<file path="src/rtl/trf_pkg.sv">
// Shared types and byte constants for the telnet receive filter.
`default_nettype none
package trf_pkg;

	localparam logic [7:0] CH_IAC  = 8'd255;
	localparam logic [7:0] CH_DONT = 8'd254;
	localparam logic [7:0] CH_DO   = 8'd253;
	localparam logic [7:0] CH_WONT = 8'd252;
	localparam logic [7:0] CH_WILL = 8'd251;
	localparam logic [7:0] CH_SB   = 8'd250;
	localparam logic [7:0] CH_SE   = 8'd240;
	localparam logic [7:0] CH_LF   = 8'h0A;
	localparam logic [7:0] CH_CR   = 8'h0D;
	localparam logic [7:0] CH_NUL  = 8'h00;

	localparam logic [1:0] CMD_WILL = 2'd0;
	localparam logic [1:0] CMD_DO   = 2'd2;

	localparam int unsigned MAX_RES = 3;

	typedef enum logic [1:0] {
		KIND_DATA  = 2'd0,
		KIND_EOL   = 2'd1,
		KIND_REPLY = 2'd2
	} kind_t;

	typedef enum logic [4:0] {
		ST_DATA   = 5'b00001,
		ST_IAC    = 5'b00010,
		ST_NEGO   = 5'b00100,
		ST_SUB    = 5'b01000,
		ST_SUBIAC = 5'b10000
	} proto_state_t;

	typedef struct packed {
		kind_t      kind;
		logic [7:0] value;
	} result_t;

	typedef struct packed {
		logic [1:0]            count;
		result_t [MAX_RES-1:0] res;
	} group_t;

endpackage
`default_nettype wire

</file>
<file path="src/rtl/trf_decode.sv">
// Protocol state registers and per-byte result decode.
`default_nettype none
module trf_decode
	import trf_pkg::*;
(
	input  wire logic       clk,
	input  wire logic       arst_n,
	input  wire logic       accept,
	input  wire logic [7:0] rx_byte,
	output group_t          grp
);

	proto_state_t state_q, state_d;
	logic [1:0]   pend_q, pend_d;
	logic         cr_q, cr_d;
	group_t       app_grp;
	logic         app_cr;

	always_comb begin
		app_grp = '0;
		app_cr  = 1'b0;
		if (cr_q) begin
			app_grp.res[0].kind  = KIND_DATA;
			app_grp.res[0].value = CH_CR;
			app_grp.count        = 2'd1;
			if (rx_byte == CH_LF) begin
				app_grp.res[0].kind  = KIND_EOL;
				app_grp.res[0].value = 8'd0;
			end else if (rx_byte == CH_CR) begin
				app_cr = 1'b1;
			end else if (rx_byte != CH_NUL) begin
				app_grp.res[1].kind  = KIND_DATA;
				app_grp.res[1].value = rx_byte;
				app_grp.count        = 2'd2;
			end
		end else if (rx_byte == CH_CR) begin
			app_cr = 1'b1;
		end else if (rx_byte == CH_LF) begin
			app_grp.res[0].kind  = KIND_EOL;
			app_grp.res[0].value = 8'd0;
			app_grp.count        = 2'd1;
		end else begin
			app_grp.res[0].kind  = KIND_DATA;
			app_grp.res[0].value = rx_byte;
			app_grp.count        = 2'd1;
		end
	end

	always_comb begin
		grp     = '0;
		state_d = state_q;
		pend_d  = pend_q;
		cr_d    = cr_q;
		case (state_q)
			ST_IAC: begin
				state_d = ST_DATA;
				if (rx_byte == CH_IAC) begin
					grp  = app_grp;
					cr_d = app_cr;
				end else if (rx_byte inside {[CH_WILL:CH_DONT]}) begin
					pend_d  = 2'(rx_byte - CH_WILL);
					state_d = ST_NEGO;
				end else if (rx_byte == CH_SB) begin
					state_d = ST_SUB;
				end
			end
			ST_NEGO: begin
				if (pend_q == CMD_DO || pend_q == CMD_WILL) begin
					grp.count        = 2'd3;
					grp.res[0].kind  = KIND_REPLY;
					grp.res[0].value = CH_IAC;
					grp.res[1].kind  = KIND_REPLY;
					grp.res[1].value = (pend_q == CMD_DO) ? CH_WONT : CH_DONT;
					grp.res[2].kind  = KIND_REPLY;
					grp.res[2].value = rx_byte;
				end
				pend_d  = CMD_WILL;
				state_d = ST_DATA;
			end
			ST_SUB: begin
				if (rx_byte == CH_IAC) begin
					state_d = ST_SUBIAC;
				end
			end
			ST_SUBIAC: begin
				state_d = (rx_byte == CH_SE) ? ST_DATA : ST_SUB;
			end
			default: begin
				state_d = ST_DATA;
				if (rx_byte == CH_IAC) begin
					state_d = ST_IAC;
				end else begin
					grp  = app_grp;
					cr_d = app_cr;
				end
			end
		endcase
	end

	always_ff @(posedge clk or negedge arst_n) begin
		if (!arst_n) begin
			state_q <= ST_DATA;
			pend_q  <= CMD_WILL;
			cr_q    <= 1'b0;
		end else if (accept) begin
			state_q <= state_d;
			pend_q  <= pend_d;
			cr_q    <= cr_d;
		end
	end

	a_nego_group: assert property (@(posedge clk) disable iff (!arst_n)
		(state_q == ST_NEGO) |-> (grp.count == 2'd0 || grp.count == 2'd3))
		else $error("option byte must give no reply or a full reply");
	a_sub_silent: assert property (@(posedge clk) disable iff (!arst_n)
		(state_q == ST_SUB || state_q == ST_SUBIAC) |-> (grp.count == 2'd0))
		else $error("subnegotiation must give no results");
	a_cr_hold: assert property (@(posedge clk) disable iff (!arst_n)
		(accept && (state_q == ST_SUB || state_q == ST_NEGO)) |=> $stable(cr_q))
		else $error("pending CR must hold across commands");

endmodule
`default_nettype wire

</file>
<file path="src/rtl/trf_out_buf.sv">
// Result group register that sends one result per request.
`default_nettype none
module trf_out_buf
	import trf_pkg::*;
(
	input  wire logic       clk,
	input  wire logic       arst_n,
	input  wire logic       load,
	input  wire group_t     grp,
	output logic            free,
	output logic            m_tvalid,
	input  wire logic       m_tready,
	output logic [7:0]      m_tdata,
	output logic [7:0]      m_tuser,
	output logic            m_tlast
);

	result_t [MAX_RES-1:0] res_q;
	logic [1:0]            cnt_q;
	logic [1:0]            idx_q;
	logic                  take;
	logic                  at_last;

	assign m_tvalid = (cnt_q != 2'd0);
	assign take     = m_tvalid && m_tready;
	assign at_last  = (idx_q == 2'(cnt_q - 2'd1));
	assign free     = (cnt_q == 2'd0) || (take && at_last);
	assign m_tdata  = res_q[idx_q].value;
	assign m_tuser  = {6'd0, res_q[idx_q].kind};
	assign m_tlast  = at_last;

	always_ff @(posedge clk) begin
		if (load) begin
			res_q <= grp.res;
		end
	end

	always_ff @(posedge clk or negedge arst_n) begin
		if (!arst_n) begin
			cnt_q <= 2'd0;
			idx_q <= 2'd0;
		end else if (load) begin
			cnt_q <= grp.count;
			idx_q <= 2'd0;
		end else if (take && at_last) begin
			cnt_q <= 2'd0;
			idx_q <= 2'd0;
		end else if (take) begin
			idx_q <= 2'(idx_q + 2'd1);
		end
	end

	a_idx_range: assert property (@(posedge clk) disable iff (!arst_n)
		m_tvalid |-> (idx_q < cnt_q))
		else $error("result index past group count");
	a_load_start: assert property (@(posedge clk) disable iff (!arst_n)
		load |=> (idx_q == 2'd0 && m_tvalid))
		else $error("loaded group must start at its first result");
	a_load_free: assert property (@(posedge clk) disable iff (!arst_n)
		load |-> free)
		else $error("group loaded over unsent results");

endmodule
`default_nettype wire

</file>
<file path="src/rtl/telnet_receive_filter_top.sv">
// Top level of the telnet receive filter.
// The first result of a byte is registered and offered in the cycle after the byte is accepted.
// Throughput: one byte per cycle while each byte gives at most one result and m_tready stays high.
// A byte that gives two or three results holds the input until the result register
// has sent them, one request at a time.
// Reset: arst_n clears protocol state, pending CR and the result count and index at once; result values are not reset.
`default_nettype none
module telnet_receive_filter_top
	import trf_pkg::*;
(
	input  wire logic       clk,
	input  wire logic       arst_n,
	input  wire logic       s_tvalid,
	output logic            s_tready,
	input  wire logic [7:0] s_tdata,   // [7:0] rx_byte
	output logic            m_tvalid,
	input  wire logic       m_tready,
	output logic [7:0]      m_tdata,   // [7:0] out_value
	output logic [7:0]      m_tuser,   // [1:0] out_kind, [7:2] zero
	output logic            m_tlast    // out_last
);

	group_t grp;
	logic   accept;
	logic   free;

	assign s_tready = free;
	assign accept   = s_tvalid && free;

	trf_decode u_decode (
		.clk     (clk),
		.arst_n  (arst_n),
		.accept  (accept),
		.rx_byte (s_tdata),
		.grp     (grp)
	);

	trf_out_buf u_out_buf (
		.clk      (clk),
		.arst_n   (arst_n),
		.load     (accept && (grp.count != 2'd0)),
		.grp      (grp),
		.free     (free),
		.m_tvalid (m_tvalid),
		.m_tready (m_tready),
		.m_tdata  (m_tdata),
		.m_tuser  (m_tuser),
		.m_tlast  (m_tlast)
	);

endmodule
`default_nettype wire

</file>
<file path="config.mk">
export PLATFORM = sky130hd
export DESIGN_NAME = telnet_receive_filter_top
export DESIGN_NICKNAME = d
export VERILOG_FILES = /design/src/rtl/trf_pkg.sv /design/src/rtl/trf_decode.sv /design/src/rtl/trf_out_buf.sv /design/src/rtl/telnet_receive_filter_top.sv
export SDC_FILE = /design/constraint.sdc
export NUM_CORES = 1
export LEC_CHECK = 0
export ABC_AREA = 1
export BUFFER_PORTS_ARGS = -buffer_cell sky130_fd_sc_hd__clkbuf_2
export CAP_MARGIN = 20
export CORE_MARGIN = 5
export CORE_UTILIZATION = 62
export CTS_CLUSTER_SIZE = 24
export DETAILED_ROUTE_END_ITERATION = 12
export GPL_TIMING_DRIVEN = 0
export PLACE_DENSITY_LB_ADDON = 0.1
export SLEW_MARGIN = 20
export SYNTH_ARGS = -nofsm -noshare
export SYNTH_HDL_FRONTEND = slang
export SYNTH_SLANG_ARGS = --single-unit
</file>
<file path="constraint.sdc">
create_clock -name clk -period 4.4 [get_ports clk]
set_input_delay 0.88 -clock clk [delete_from_list [all_inputs] [get_ports clk]]
set_output_delay 0.88 -clock clk [all_outputs]
set_load 0.01 [all_outputs]
</file>
==> run metrics <==
share of flip-flops with an asynchronous set or reset 31.58%; most common cell in the netlist nor2_1; Synth cell types 38; Commonest cells post-synth nor2_1, nand2_1, edfxtp_1; Power Total 1.205 mW; gp weighted congestion 0.9170; P per Cell Area 462.9 nW/um^2; Post-CTS Setup Bufs 0; aggregate global-route resource usage 20.79%; maxcap violations 0; drt wl/cell 14.08 um; hpwl dp 3610 um; Mapped Cells 259; Worst Hold Class input port to async pin; sequential area share after synthesis 46.88%; Hold Slack 468.3 ps; DR pass1 iterations 4; status complete, no violations; Post-CTS Resized 0; Clock transition at path regs 80 ps; first-pass GRT wire length 8259 um; initial antenna violation count 0; kind of critical path input port to flip-flop; main flop type after synthesis edfxtp_1; initial core utilization 63.53%; drt initial violations 160; top post-synthesis cells by area edfxtp_1, dfrtp_1, nor2_1, nand2_1, o31ai_1; setup ws final 1437 ps; Via density 5.336; YS warnings 0; Sink Count 38; total I/O pin count 31; root buf cell clkbuf_8; slew margin rel. 59.05%; DP Worst Slack 1008 ps; clock latency on the worst-skew pair 290 ps; Yosys reg bits 38; Final setup viols 0; DR DRC count 0; port bufs 24; P&R area growth vs syn 12.79%; synthesized area 2308 um^2; max-slew violations 0; hold_buf cts 0; Final ANT Viol Nets 0; peak supply drop 0.0002049 V; crit path max fanout 15; Non-Filler Instances 345; startpoint types input port; post-synth top area share 33.82%; placed cells 336; largest area contributor in the netlist edfxtp_1; Worst Tran Pin Value 612.8 ps; Critical Path AT 2960 ps; Chip Height 71.02 um; Fin Setup TNS 0 ps; Routed WL 4859 um; std cell rows 22; RSZ-0062 raised after global routing false; Final Critical Period 2963 ps; # H-tree levels 2; die area 5044 um^2; CTS max path bufs 2; vias in the first global route 1,740; nets 314; share of cells above drive strength 1 25.59%; P_leak 1.234 nW; Post-synth EDFFs 26; final hold vios 0; clk_skew 7.168 ps; fin crit share 67.35%; largest net degree at the start of global routing 27; fmax 337.5 MHz; CTS tree done; diode count 0; Avg Synthesized Cell Area 8.913 um^2; gr ovfl total 0; Num CTS Buffers 5; Core ar. 3633 um^2; Die W 71.02 um; Setup crit end kind flip-flop; DR vias 1,841; Req. time, crit path 4400 ps
path summary, 6_finish.rpt:
path                                           from                   to  slack, ps  cells past startpoint
max in group asynchronous                    arst_n  u_decode.state_q[0]       3640                      1
worst min-delay path                         arst_n  u_decode.state_q[2]        470                      1
worst max register to register   u_out_buf.cnt_q[0]  u_out_buf.res_q[21]       1820                     10
worst min register to register  u_decode.state_q[0]  u_decode.state_q[0]        490                      2
min in group clk                u_decode.state_q[0]  u_decode.state_q[0]        490                      2
worst max-delay path                     s_tdata[0]  u_out_buf.res_q[21]       1440                     11
stage by stage:
stage               instance area [um^2]  util [%]
floorplan                           2327         -
global placement                    2507     69.01
detailed placement                  2507     69.01
CTS                                 2592     71.35
global route                        2604     71.66
finish                              2604     71.66
logic make-up after synthesis:
kind of cell    share of synthesized area (%)
simple gates                            28.67
buf+inv                                 8.672
compound gates                          11.22
flops                                   46.88
fa+ha+maj                               3.252
xor+xnor                                1.138
other cells                            0.1624
placed cells by master (no fill, tap or decap), types with 2 or more instances in the layout:
master	n
a21oi_1	4
buf_4	6
clkbuf_1	5
clkbuf_2	24
clkbuf_8	5
clkinv_1	2
conb_1	6
dfrtp_1	11
edfxtp_1	26
ha_1	6
inv_1	25
inv_2	5
nand2_1	33
nand2_2	5
nand2_4	3
nand3_1	17
nand3_2	5
nand4_1	5
nor2_1	41
nor2_2	6
nor3_1	4
o21ai_0	8
o21ai_1	9
o21ai_2	2
o31ai_1	13
o31ai_2	2
xor2_1	3
cell type report:
cell class | count | area, um^2
Sequential cell | 38 | 1082
Multi-Input combinational cell | 181 | 1045
Fill cell | 300 | 1030
Timing Repair Buffer | 25 | 131.4
Inverter | 33 | 131.4
Clock buffer | 5 | 68.82
Buffer | 12 | 68.82
Tap cell | 48 | 60.06
Clock inverter | 3 | 16.27
critical path: stages:
cell,delay (ps)
clkbuf_2,140
inv_1,130
ha_1,240
nand3_1,180
nor2_4,90
nor2_2,180
nand3_2,110
o21ai_2,150
nand2_2,120
nand2_1,490
buf_6,250
where the power goes:
group | internal [mW] | switching [mW]
Combinational | 0.164 | 0.297
Clock | 0.108 | 0.123
Sequential | 0.481 | 0.0319
Total | 0.753 | 0.452
registers in the layout, summed over array words and instances (netlist names):
signal	flops
u_decode.state_q	5
u_decode.cr_q	1
u_out_buf.cnt_q	2
u_out_buf.res_q	26
u_decode.pend_q	2
u_out_buf.idx_q	2
per-layer routing:
layer / share of wire (%) / track usage (%)
met5: 0 / 0
met4: 1.3 / 4.384
met3: 6.5 / 5.398
met2: 46 / 31.00
met1: 46 / 30.68
Power figures use the tool's default switching activity.
